--- src/rtl/tdwf_pkg.sv ---
`default_nettype none
package tdwf_pkg;

  localparam int MAX_TILES  = 1024;
  localparam int TILE_WORDS = 32;
  localparam int WORD_W     = 16;
  localparam int TILE_W     = TILE_WORDS * WORD_W;
  localparam int TILE_AW    = (MAX_TILES > 1) ? $clog2(MAX_TILES) : 1;
  localparam int CNT_W      = $clog2(MAX_TILES + 1);
  localparam int MAP_IDX_W  = 10;

  typedef struct packed {
    logic [63:0] pixel_row;
    logic        new_image;
  } in_item_t;

  typedef struct packed {
    logic        kind;
    logic [15:0] word;
    logic        table_full;
    logic        last;
  } out_item_t;

  typedef enum logic [2:0] {
    ST_IDLE,
    ST_RD,
    ST_CMP,
    ST_EMIT,
    ST_MAP
  } state_t;

  typedef struct packed {
    logic load;
    logic hit;
    logic next;
    logic store;
    logic mark_full;
    logic emit_step;
    logic show_map;
  } ctl_cmd_t;

  typedef struct packed {
    logic tile_done;
    logic at_end;
    logic room;
    logic match;
    logic emit_last;
  } ctl_sts_t;

  function automatic logic [7:0] rev8(input logic [7:0] b);
    logic [7:0] r;
    for (int i = 0; i < 8; i++) begin
      r[i] = b[7 - i];
    end
    return r;
  endfunction

  function automatic logic [15:0] rev_word(input logic [15:0] w);
    return {rev8(w[15:8]), rev8(w[7:0])};
  endfunction

endpackage
`default_nettype wire

--- src/rtl/tdwf_ctrl.sv ---
`default_nettype none
module tdwf_ctrl import tdwf_pkg::*; (
  input  wire logic     clk,
  input  wire logic     rst_n,
  input  wire logic     in_valid,
  output logic          in_ready,
  output logic          out_valid,
  input  wire logic     out_ready,
  input  wire ctl_sts_t sts,
  output ctl_cmd_t      cmd
);

  state_t state_r, state_nxt;

  always_ff @(posedge clk) begin
    if (!rst_n) begin
      state_r <= ST_IDLE;
    end else begin
      state_r <= state_nxt;
    end
  end

  always_comb begin
    state_nxt = state_r;
    case (state_r)
      ST_IDLE: begin
        if (in_valid && sts.tile_done) state_nxt = ST_RD;
      end
      ST_RD: begin
        if (!sts.at_end) state_nxt = ST_CMP;
        else if (sts.room) state_nxt = ST_EMIT;
        else state_nxt = ST_MAP;
      end
      ST_CMP: begin
        state_nxt = sts.match ? ST_MAP : ST_RD;
      end
      ST_EMIT: begin
        if (out_ready && sts.emit_last) state_nxt = ST_MAP;
      end
      ST_MAP: begin
        if (out_ready) state_nxt = ST_IDLE;
      end
      default: state_nxt = ST_IDLE;
    endcase
  end

  always_comb begin
    cmd       = '0;
    in_ready  = 1'b0;
    out_valid = 1'b0;
    case (state_r)
      ST_IDLE: begin
        in_ready = 1'b1;
        cmd.load = in_valid;
      end
      ST_RD: begin
        if (sts.at_end) begin
          cmd.store     = sts.room;
          cmd.mark_full = !sts.room;
        end
      end
      ST_CMP: begin
        cmd.hit  = sts.match;
        cmd.next = !sts.match;
      end
      ST_EMIT: begin
        out_valid     = 1'b1;
        cmd.emit_step = out_ready;
      end
      ST_MAP: begin
        out_valid    = 1'b1;
        cmd.show_map = 1'b1;
      end
      default: begin
        cmd = '0;
      end
    endcase
  end

endmodule
`default_nettype wire

--- config.mk ---
export PLATFORM = sky130hd
export DESIGN_NAME = tdwf_ctrl
export DESIGN_NICKNAME = d
export VERILOG_FILES = /design/src/rtl/tdwf_pkg.sv /design/src/rtl/tdwf_ctrl.sv
export SDC_FILE = /design/constraint.sdc
export NUM_CORES = 1
export LEC_CHECK = 0
export BUFFER_PORTS_ARGS = -buffer_cell sky130_fd_sc_hd__buf_4
export CELL_PAD_IN_SITES_DETAIL_PLACEMENT = 0
export CELL_PAD_IN_SITES_GLOBAL_PLACEMENT = 1
export CORE_AREA = 4 4 41 43
export DETAILED_ROUTE_END_ITERATION = 16
export DIE_AREA = 0 0 45 47
export GPL_TIMING_DRIVEN = 0
export HOLD_SLACK_MARGIN = 0.08
export PLACE_DENSITY_LB_ADDON = 0.2
export SLEW_MARGIN = 15
export SYNTH_ARGS = -nofsm -noshare
export SYNTH_HDL_FRONTEND = slang
export SYNTH_SLANG_ARGS = --single-unit
--- constraint.sdc ---
create_clock -name clk -period 2.2 [get_ports clk]
set_clock_uncertainty 0.2 [all_clocks]
set_input_delay 0.44 -clock clk [delete_from_list [all_inputs] [get_ports clk]]
set_output_delay 0.44 -clock clk [all_outputs]
set_load 0.1 [all_outputs]
# Word level (Yosys, flattened, before mapping)
# Index checks and enable logic that the tools add are counted.
[word_totals]
wordCells = 30
out_inout_bits = 9
regBits = 3
input_bits = 9
[op_classes]
n_eq_ne = 7
mux = 15
reduce_logical = 7
[ops]
columns = ["op", "count"]
rows = [
  ["$mux W3", 6],
  ["$pmux W3 S5", 1],
  ["$eq A3 B2 Y1 const B", 2],
  ["$mux W2", 3],
  ["$ne A2 B2 Y1 const B", 3],
  ["$mux W1", 5],
  ["$eq A3 B1 Y1 const B", 1],
  ["$eq A3 B3 Y1 const B", 1],
  ["$logic_not A3 Y1", 1],
  ["$reduce_and A3 Y1", 1],
  ["$logic_and A1 B1 Y1", 2],
  ["$logic_not A1 Y1", 2],
  ["$reduce_or A2 Y1", 1],
]

# Depth between registers and ports, before layout
# Gate-level depths: netlist of the first run.
[logic_depth]
ltp_word = 3
depth_mapped = 4
ltp_nobuf = 3

# Worst setup path before layout of the first run
# No wires, ideal clock.
[synth_timing]
path_type = "flip-flop to output port"
startpoint = "register state_r[1]"
endpoint = "output out_valid"
slack_ps = -2120
path_buffers = 1
required_time_ps = 1560
stages_incl_launch_ff = 4
t_arrival_ps = 3680
cell_sequence = "dfxtp_1 > buf_2 > nor3b_1 > nand2b_1"
[synth_via]
elab_chain_cells = 3
word_cells_on_any_way = 4
cone_classes = "eq/ne (2); mux (1); reduce/logical (1)"
[synth_rtl]
columns = ["element", "line_no", "rtl"]
rows = [
  ["from (decl)", "tdwf_ctrl.sv:13", "state_t state_r, state_nxt;"],
  ["from (signal assigned)", "tdwf_ctrl.sv:19", "state_r <= state_nxt;"],
  ["$eq A3 B3 Y1 or $eq A3 B2 Y1 (tied branches)", "tdwf_ctrl.sv:51", "case (state_r)"],
  ["$reduce_or A2 Y1 (no source line) *", "--", ""],
  ["$mux W1 *", "tdwf_ctrl.sv:51", ""],
  ["to (decl)", "tdwf_ctrl.sv:7", "output logic out_valid,"],
]
# Every way passes the cells marked *; elsewhere a longest branch is shown, timed or not.

==> results of run 1 <==
## what timing repair did
item                       CTS  global route
setup endpoints to repair    2             3
pin swaps                    0             0
hold buffers                 0             0
buffers inserted             0             3
gates resized for setup      5             1
## final cells by class
cell class / count / area, sq um
timing repair buffer: 20 / 162.7
inverter: 1 / 3.754
tap: 15 / 18.77
buffer: 2 / 22.52
sequential: 3 / 61.31
multi-input combinational: 27 / 244.0
fill: 152 / 762.0
clock buffer: 4 / 26.28
## synth_stat cells
master	count	area (sq um)
a211oi_1	2	15.01
a21o_1	1	7.510
a21oi_1	1	5.000
a21oi_2	1	8.760
and2_1	1	6.260
and2b_1	1	7.510
buf_2	1	5.000
buf_4	1	7.510
dfxtp_1	3	60.06
inv_1	1	3.750
nand2_1	2	7.510
nand2b_1	2	12.51
nand3_1	1	5.000
nand3b_1	2	15.01
nor2_1	4	15.01
nor2b_1	1	6.260
nor3_1	2	10.01
nor3b_1	1	7.510
nor4b_1	1	8.760
o21a_1	2	15.01
o41ai_2	1	16.27
or3b_1	1	8.760
## through the flow
| step | setup TNS, ns | std cells |
|---|---|---|
| 3_3_place_gp | 0 | 65 |
| 6_report | 0 | 72 |
| 5_1_grt | 0 | 72 |
| 2_1_floorplan | -0.6669 | 33 |
| 3_5_place_dp | 0 | 65 |
| 4_1_cts | 0 | 69 |
## kinds of logic after synthesis
family	share of synthesized area, %
buf+inv	6.402
flops	23.65
simple gates	43.35
compound gates	26.60
## routing by layer
metal / track usage, % / vias to the layer above / part of all wire [%]
li1: - / 169 / -
met1: 10.48 / 135 / 38
met3: 1.916 / 0 / 9.2
met4: 5.263 / 0 / 0
met2: 12.99 / 9 / 52
met5: 0 / - / 0
## power breakdown
group	switching [mW]	leakage (nW)	internal, mW
clock network	0.0270	0.0150	0.0679
logic	0.123	0.210	0.0658
registers	0.00432	0.0250	0.0594
total	0.154	0.250	0.193
## worst max-delay path, stage by stage (launching register included)
cell and delay (ns):
dfxtp_1 0.31, buf_6 0.13, or3b_4 0.40, and2b_2 0.25
buf_12 0.17
## how the worst min path moves through the flow
stage	cells past startpoint	end	slack (ns)
final	2	state_r[1]$_SDFFE_PN0P_	0.25
after global routing	2	state_r[1]$_SDFFE_PN0P_	0.25
after CTS	2	state_r[1]$_SDFFE_PN0P_	0.24
after detailed placement	2	state_r[1]$_SDFFE_PN0P_	0.48
after global placement	2	state_r[1]$_SDFFE_PN0P_	0.48
after floorplan	1	state_r[1]$_SDFFE_PN0P_	0.36
==> flow_metrics.py, run 1 <==
metrics = {
    "status": {
        "status": "completed",
    },
    "die": {
        "die_w_um": 45,
        "coreArea_sq_um": 1301,
        "num_rows": 13,
        "design.die.area_sq_um": 2115,
        "die_y_um": 47,
        "pin_count": 18,
        "start_util_pct": 19.52,
    },
    "place": {
        "place_area_sq_um": 470.5,
        "place_congestion": 0.6762,
        "dp_hpwl_um": 615.4,
        "io_buffers": 17,
        "place_ws_ns": 0.1278,
    },
    "layout": {
        "fin_util_pct": 41.44,
        "final_common_cell": "buf_4",
        "layout-drive-gt1-share_pct": 66.67,
        "syn_to_final_growth_pct": 112.3,
        "n_antenna_cell": 0,
        "largestRegisters": "state_r: 3 flops",
        "most-common-layout-cells": "19 x buf_4, 3 x clkbuf_4",
        "largest_reg_flops": 3,
        "top_register": "state_r",
        "fin_nets": 67,
        "design_area_sq_um": 539.3,
    },
    "timing": {
        "setup_viol": 0,
        "rsz0062_at_grt": "no",
        "final_max_slew_viol_count": 0,
        "max_clock_freq_mhz": 469.1,
        "max-slew-margin-rel_pct": 81.51,
        "min_period_ns": 2.132,
        "worst_pin_slew_ns": 0.2796,
        "post-route-period-util_pct": 96.89,
        "hold_viol_final": 0,
        "worst_slack_ns": 0.06834,
        "whs_ns": 0.2457,
    },
    "route": {
        "drcViolationCount": 0,
        "wl_per_cell_um": 9.931,
        "ant_nets": 0,
        "first_pass_iters": 4,
        "viasPerCell": 4.347,
        "drt_iter0_drc": 2,
        "vias": 313,
        "drt_wl_total_um": 715,
    },
    "cts": {
        "path_clk_slew_ns": 0.04,
        "cts.sink_count": 3,
        "cts_tree": "yes",
        "htreeDepth": 1,
        "clk_path_buf_depth": 2,
        "root_buffer": "clkbuf_4",
        "clk-insertion-delay-late_ns": 0.23,
        "numCtsBuffers": 3,
    },
    "worst_hold_path": {
        "hold_path_class": "in -> reg",
        "hp-start": "rst_n",
    },
    "power_and_ir_drop": {
        "irDropWorstVdd_mv": 0.2450,
        "leakagePower_nw": 0.2502,
        "power_mw": 0.3471,
        "pwr_density_cell_nw_per_um2": 643.7,
    },
    "setup_path": {
        "r2r_start": "state_r[0]$_SDFFE_PN0P_",
        "path_class": "reg -> out",
        "crit_arrival_ns": 1.49,
        "startpoint_type": "flip-flop",
        "end_kind": "output pin",
        "crit_fanout": 7,
        "rrSetupSlack_ns": 0.75,
        "crit_start": "state_r[0]$_SDFFE_PN0P_",
        "reg2reg_to": "state_r[2]$_SDFFE_PN0P_",
        "cp-endpoint": "cmd[2]",
        "cp_data_required_time_ns": 1.56,
        "rr_worst_depth": 5,
    },
    "logic_synthesis": {
        "synth_seq_area_share_pct": 23.65,
        "syn_inst": 33,
        "synth_area_sq_um": 254.0,
        "synth-seq-cells": 3,
        "ys_warn_count": 0,
        "synth_cell_types": 22,
        "syn-num-nets": 42,
        "synth_area_per_cell_sq_um": 7.697,
    },
    "job": {
        "maxCapViolations": 0,
    },
    "global_routing": {
        "grt_pass1_wl_um": 1324,
        "gr-total-overflow": 0,
        "antenna_found_initial": 0,
        "first_global_vias": 318,
        "grt_usage_pct": 8.379,
        "grt_max_degree": 11,
    },
}
No activity file was read; power rests on OpenSTA's default activity.
==> inputs of run 2 (changes only) <==
--- a/config.mk
+++ b/config.mk
@@ -6,8 +6,6 @@
 export NUM_CORES = 1
 export LEC_CHECK = 0
 export BUFFER_PORTS_ARGS = -buffer_cell sky130_fd_sc_hd__buf_4
-export CELL_PAD_IN_SITES_DETAIL_PLACEMENT = 0
-export CELL_PAD_IN_SITES_GLOBAL_PLACEMENT = 1
 export CORE_AREA = 4 4 41 43
 export DETAILED_ROUTE_END_ITERATION = 16
 export DIE_AREA = 0 0 45 47
==> run 2 against run 1 <==
Against the previous run:
- sequential power about the same
- register-to-register slack worse by 0.02 ns
- non-clock buffer count down 2
- critical path depth unchanged
- combinational power about the same
- first-iteration DRC count rose to 3.5 times the previous value
- maximum frequency up 1.3%
- sequential cell count unchanged
- largest power group unchanged
- routed wire length up 4.9%
- global-route usage down 0.72 points
==> flow_metrics.py, run 2 (synthesized netlist as in run 1, its figures left out) <==
metrics = {
    "status": {
        "status": "completed",
    },
    "setup_path": {
        "crit_start": "state_r[0]$_SDFFE_PN0P_",
        "path_class": "reg -> out",
        "cp-endpoint": "cmd[2]",
        "r2r_start": "state_r[0]$_SDFFE_PN0P_",
        "startpoint_type": "flip-flop",
        "reg2reg_to": "state_r[2]$_SDFFE_PN0P_",
        "cp_data_required_time_ns": 1.56,
        "rrSetupSlack_ns": 0.73,
        "crit_fanout": 3,
        "crit_arrival_ns": 1.46,
        "end_kind": "output pin",
        "rr_worst_depth": 5,
    },
    "cts": {
        "clk_path_buf_depth": 2,
        "cts_tree": "yes",
        "path_clk_slew_ns": 0.04,
        "cts.sink_count": 3,
        "cts_hold_buf": 0,
        "root_buffer": "clkbuf_4",
        "clk-insertion-delay-late_ns": 0.24,
        "htreeDepth": 1,
        "numCtsBuffers": 3,
    },
    "job": {
        "maxCapViolations": 0,
    },
    "layout": {
        "top_register": "state_r",
        "largestRegisters": "state_r: 3 flops",
        "n_antenna_cell": 0,
        "fin_nets": 65,
        "layout-drive-gt1-share_pct": 65.45,
        "final_common_cell": "buf_4",
        "largest_reg_flops": 3,
        "most-common-layout-cells": "16 x buf_4, 3 x clkbuf_4",
        "syn_to_final_growth_pct": 111.3,
        "fin_util_pct": 41.25,
        "nFillCells": 139,
    },
    "timing": {
        "rsz0062_at_grt": "no",
        "max-slew-margin-rel_pct": 81.14,
        "final_max_slew_viol_count": 0,
        "worst_pin_slew_ns": 0.2812,
        "setup_viol": 0,
        "hold_viol_final": 0,
        "post-route-period-util_pct": 95.65,
        "max_clock_freq_mhz": 475.2,
        "whs_ns": 0.2448,
        "min_period_ns": 2.104,
    },
    "power_and_ir_drop": {
        "irDropWorstVdd_mv": 0.4268,
        "leakagePower_nw": 0.2431,
        "pwr_density_cell_nw_per_um2": 652.6,
    },
    "route": {
        "drt_wl_total_um": 750,
        "vias": 310,
        "drcViolationCount": 0,
        "ant_nets": 0,
        "wl_per_cell_um": 10.71,
        "drt_iter0_drc": 7,
        "first_pass_iters": 2,
        "viasPerCell": 4.429,
    },
    "place": {
        "place_congestion": 0.6348,
        "io_buffers": 17,
    },
    "global_routing": {
        "gr-total-overflow": 0,
        "grt_usage_pct": 7.662,
        "first_global_vias": 271,
        "grt_max_degree": 11,
        "grt_pass1_wl_um": 1159,
        "antenna_found_initial": 0,
    },
    "die": {
        "start_util_pct": 19.52,
        "design.die.area_sq_um": 2115,
        "pin_count": 18,
        "coreArea_sq_um": 1301,
        "die_y_um": 47,
        "die_w_um": 45,
        "num_rows": 13,
    },
    "worst_hold_path": {
        "hold_path_class": "in -> reg",
    },
}
==> run 2: changes by cell type in the layout (fill, tap and decap cells not counted) <==
cell and delta:
buf_12 +1, buf_4 -3
==> run 2: where the power goes <==
part / internal, mW / switching, mW / leakage, nW / total, mW
clock: 0.0680 / 0.0291 / 0.0150 / 0.0971
sequential: 0.0594 / 0.00438 / 0.0250 / 0.0638
combinational: 0.0663 / 0.123 / 0.203 / 0.189
==> run 2: final cells by class <==
cell class | instances | area (sq um) | share of cell area [%]
Sequential cell | 3 | 61.31 | 11.42
Buffer | 2 | 22.52 | 4.196
Multi-Input combinational cell | 27 | 244.0 | 45.45
Clock buffer | 4 | 26.28 | 4.895
Tap cell | 15 | 18.77 | 3.497
Timing Repair Buffer | 18 | 160.2 | 29.84
Inverter | 1 | 3.754 | 0.6993
==> run 2: worst min-delay path by stage <==
stage,depth (start not counted),startpoint,end,slack [ns]
after CTS,2,rst_n,state_r[1]$_SDFFE_PN0P_,0.24
final,2,rst_n,state_r[1]$_SDFFE_PN0P_,0.24
after floorplan,1,rst_n,state_r[1]$_SDFFE_PN0P_,0.36
after global placement,2,rst_n,state_r[0]$_SDFFE_PN0P_,0.48
after detailed placement,2,rst_n,state_r[0]$_SDFFE_PN0P_,0.48
after global routing,2,rst_n,state_r[0]$_SDFFE_PN0P_,0.25
==> run 2: per-layer routing <==
layer / vias up / wire [um] / track usage [%]
li1: 162 / - / -
met1: 134 / 331 / 10.00
met2: 14 / 328 / 10.45
met3: 0 / 90 / 3.831
met4: 0 / 0 / 3.509
met5: - / 0 / 0
==> run 2: repair_timing <==
item                                    4_1_cts  5_1_grt
cloned                                        0        0
pin swaps                                     0        0
setup buffers                                 0        1
endpoints found under the setup margin        2        3
gates resized for setup                       5        1
==> run 2: through the flow <==
stage	std cells	area, sq um	setup slack (ns)	total power [mW]	setup TNS [ns]
after floorplan	33	324.1	-0.3636	0.2000	-0.6669
after global placement	65	470.5	0.1379	0.2377	0
after detailed placement	65	470.5	0.1326	0.2378	0
after CTS	69	515.5	0.01519	0.3434	0
after global routing	70	536.8	0.04598	0.3696	0
final	70	536.8	0.09566	0.3503	0
==> run 2: worst max-delay path, cell delays in order (launching register included) <==
cell     delay [ns]
dfxtp_1        0.31
buf_6          0.10
or3b_4         0.39
and2b_2        0.25
buf_12         0.17
==> inputs of run 3 (changes only) <==
==> constraint.sdc (replaced) <==
create_clock -name clk -period 2.2 [get_ports clk]
set_clock_uncertainty 0.2 [all_clocks]
set_input_delay 0.66 -clock clk [delete_from_list [all_inputs] [get_ports clk]]
set_output_delay 0.66 -clock clk [all_outputs]
set_load 0.1 [all_outputs]
==> run 3 against run 2 <==
Against the previous run:
- the flow now finishes with violations (setup timing)
- die area is the same
- sequential power shrank 2%
- register-to-register slack lost 0.08 ns
- cell area grew 15%
- routed wire length grew 7.9%
- critical path depth shrank 1
- worst setup slack lost 0.18 ns
- sequential share of layout area shrank 0.85 points
- highest routed layer unchanged
- clock-buffer cell count is the same
- combinational power grew 6%
==> flow_metrics.py, run 3 (synthesized netlist as in run 1, its figures left out) <==
metrics = {
    "status": {
        "status": "finished, violations left",
        "violations": "setup timing",
    },
    "timing": {
        "setup_viol": 1,
        "setup_tns_ns": -0.08702,
        "worst_pin_slew_ns": 0.2802,
        "rsz0062_at_grt": "yes",
        "max-slew-margin-rel_pct": 81.47,
        "hold_viol_final": 0,
        "whs_ns": 0.3750,
        "final_max_slew_viol_count": 0,
        "max_clock_freq_mhz": 437.2,
        "min_period_ns": 2.287,
        "post-route-period-util_pct": 104.0,
        "worst_slack_ns": -0.08702,
    },
    "cts": {
        "clk-insertion-delay-late_ns": 0.23,
        "cts_hold_buf": 0,
        "htreeDepth": 1,
        "cts.sink_count": 3,
        "path_clk_slew_ns": 0.03,
        "clk_path_buf_depth": 2,
        "cts_tree": "yes",
        "root_buffer": "clkbuf_4",
        "numCtsBuffers": 3,
    },
    "route": {
        "drt_iter0_drc": 2,
        "ant_nets": 0,
        "wl_per_cell_um": 10.93,
        "vias": 331,
        "viasPerCell": 4.473,
        "drt_wl_total_um": 809,
        "first_pass_iters": 3,
        "drcViolationCount": 0,
    },
    "die": {
        "die_y_um": 47,
        "num_rows": 13,
        "pin_count": 18,
        "coreArea_sq_um": 1301,
        "design.die.area_sq_um": 2115,
        "die_w_um": 45,
        "start_util_pct": 19.52,
    },
    "layout": {
        "fin_util_pct": 47.31,
        "n_antenna_cell": 0,
        "largestRegisters": "state_r: 3 flops",
        "syn_to_final_growth_pct": 142.4,
        "top_register": "state_r",
        "largest_reg_flops": 3,
        "fin_nets": 69,
        "final_common_cell": "buf_4",
        "most-common-layout-cells": "17 x buf_4, 4 x buf_12, 3 x clkbuf_4",
        "layout-drive-gt1-share_pct": 69.49,
    },
    "global_routing": {
        "grt_usage_pct": 7.978,
        "grt_max_degree": 11,
        "antenna_found_initial": 0,
        "gr-total-overflow": 0,
        "first_global_vias": 276,
        "grt_pass1_wl_um": 1186,
    },
    "power_and_ir_drop": {
        "internal-power_mw": 0.2001,
        "irDropWorstVdd_mv": 0.3202,
        "p_switching_mw": 0.1577,
        "seq_power_share_pct": 17.5,
        "p_clk_share_pct": 26.3,
        "switching_share_pct": 44.08,
        "power_mw": 0.3578,
        "pwr_density_cell_nw_per_um2": 581.2,
        "leakagePower_nw": 0.2656,
        "comb_power_share_pct": 56.1,
    },
    "worst_hold_path": {
        "holdPathStages": 2,
        "hold_path_class": "reg -> reg",
    },
    "setup_path": {
        "rr_worst_depth": 5,
        "startpoint_type": "flip-flop",
        "cp-endpoint": "cmd[2]",
        "reg2reg_to": "state_r[2]$_SDFFE_PN0P_",
        "crit_arrival_ns": 1.43,
        "rrSetupSlack_ns": 0.65,
        "r2r_start": "state_r[2]$_SDFFE_PN0P_",
        "path_class": "reg -> out",
        "cp_data_required_time_ns": 1.34,
        "crit_fanout": 5,
        "crit_start": "state_r[2]$_SDFFE_PN0P_",
        "end_kind": "output pin",
    },
    "place": {
        "dp_hpwl_um": 574.8,
        "place_congestion": 0.6354,
        "io_buffers": 17,
    },
    "job": {
        "maxCapViolations": 0,
    },
}
[run 3: cell types whose count changed in the layout (fill, tap and decap cells not counted)]
| cell | delta |
|---|---|
| and2b_2 | -1 |
| nor2_2 | -1 |
| buf_8 | +1 |
| buf_4 | +1 |
| nor2_4 | +1 |
| buf_12 | +2 |
| dfxtp_4 | +1 |
| dfxtp_1 | -1 |
| nor3_4 | +1 |
| nor3_2 | -1 |
| and2b_4 | +1 |
[run 3: through the flow]
| step | std cells | setup slack (ns) | instance area, sq um |
|---|---|---|---|
| final | 74 | -0.08702 | 615.6 |
| after global routing | 74 | -0.1204 | 615.6 |
| after CTS | 72 | -0.1296 | 599.3 |
| after detailed placement | 65 | -0.1033 | 490.5 |
| after global placement | 65 | -0.1077 | 490.5 |
| after floorplan | 33 | -0.4674 | 344.1 |
[run 3: how the worst min path moves through the flow]
stage,startpoint,to
global placement,state_r[2]$_SDFFE_PN0P_,state_r[2]$_SDFFE_PN0P_
CTS,rst_n,state_r[1]$_SDFFE_PN0P_
global route,state_r[2]$_SDFFE_PN0P_,state_r[2]$_SDFFE_PN0P_
finish,state_r[2]$_SDFFE_PN0P_,state_r[2]$_SDFFE_PN0P_
floorplan,state_r[2]$_SDFFE_PN0P_,state_r[2]$_SDFFE_PN0P_
detailed placement,state_r[2]$_SDFFE_PN0P_,state_r[2]$_SDFFE_PN0P_
[run 3: area by class of cell]
cell class,count,area (sq um)
repair buffers,23,234.0
inverters,1,3.754
flip-flops and latches,3,65.06
well taps,15,18.77
plain buffers,1,11.26
fillers,132,685.7
multi-input cells,27,256.5
clock buffers,4,26.28
[run 3: layer usage]
layer / up-vias / track usage [%] / routed length (um)
met5: - / 0 / 0
met3: 0 / 2.299 / 58
li1: 171 / - / -
met2: 9 / 11.02 / 389
met1: 151 / 10.68 / 360
met4: 0 / 5.263 / 0
[run 3: critical path, cell delays in order, from the launching register on]
cell	delay, ns
dfxtp_4	0.34
or3b_4	0.42
and2b_4	0.27
buf_12	0.17
[run 3: power groups by stage]
stage | clock network [mW] | registers, mW | logic (mW)
2_1_floorplan | 0 | 0.0633 | 0.141
3_3_place_gp | 0 | 0.0641 | 0.178
3_5_place_dp | 0 | 0.0641 | 0.178
4_1_cts | 0.101 | 0.0639 | 0.200
5_1_grt | 0.105 | 0.0634 | 0.209
6_report | 0.0943 | 0.0627 | 0.201
[run 3: timing repair]
action	CTS	global route
endpoints found under the setup margin	4	7
setup buffers	3	3
resized for setup	16	1
pin swaps	1	2
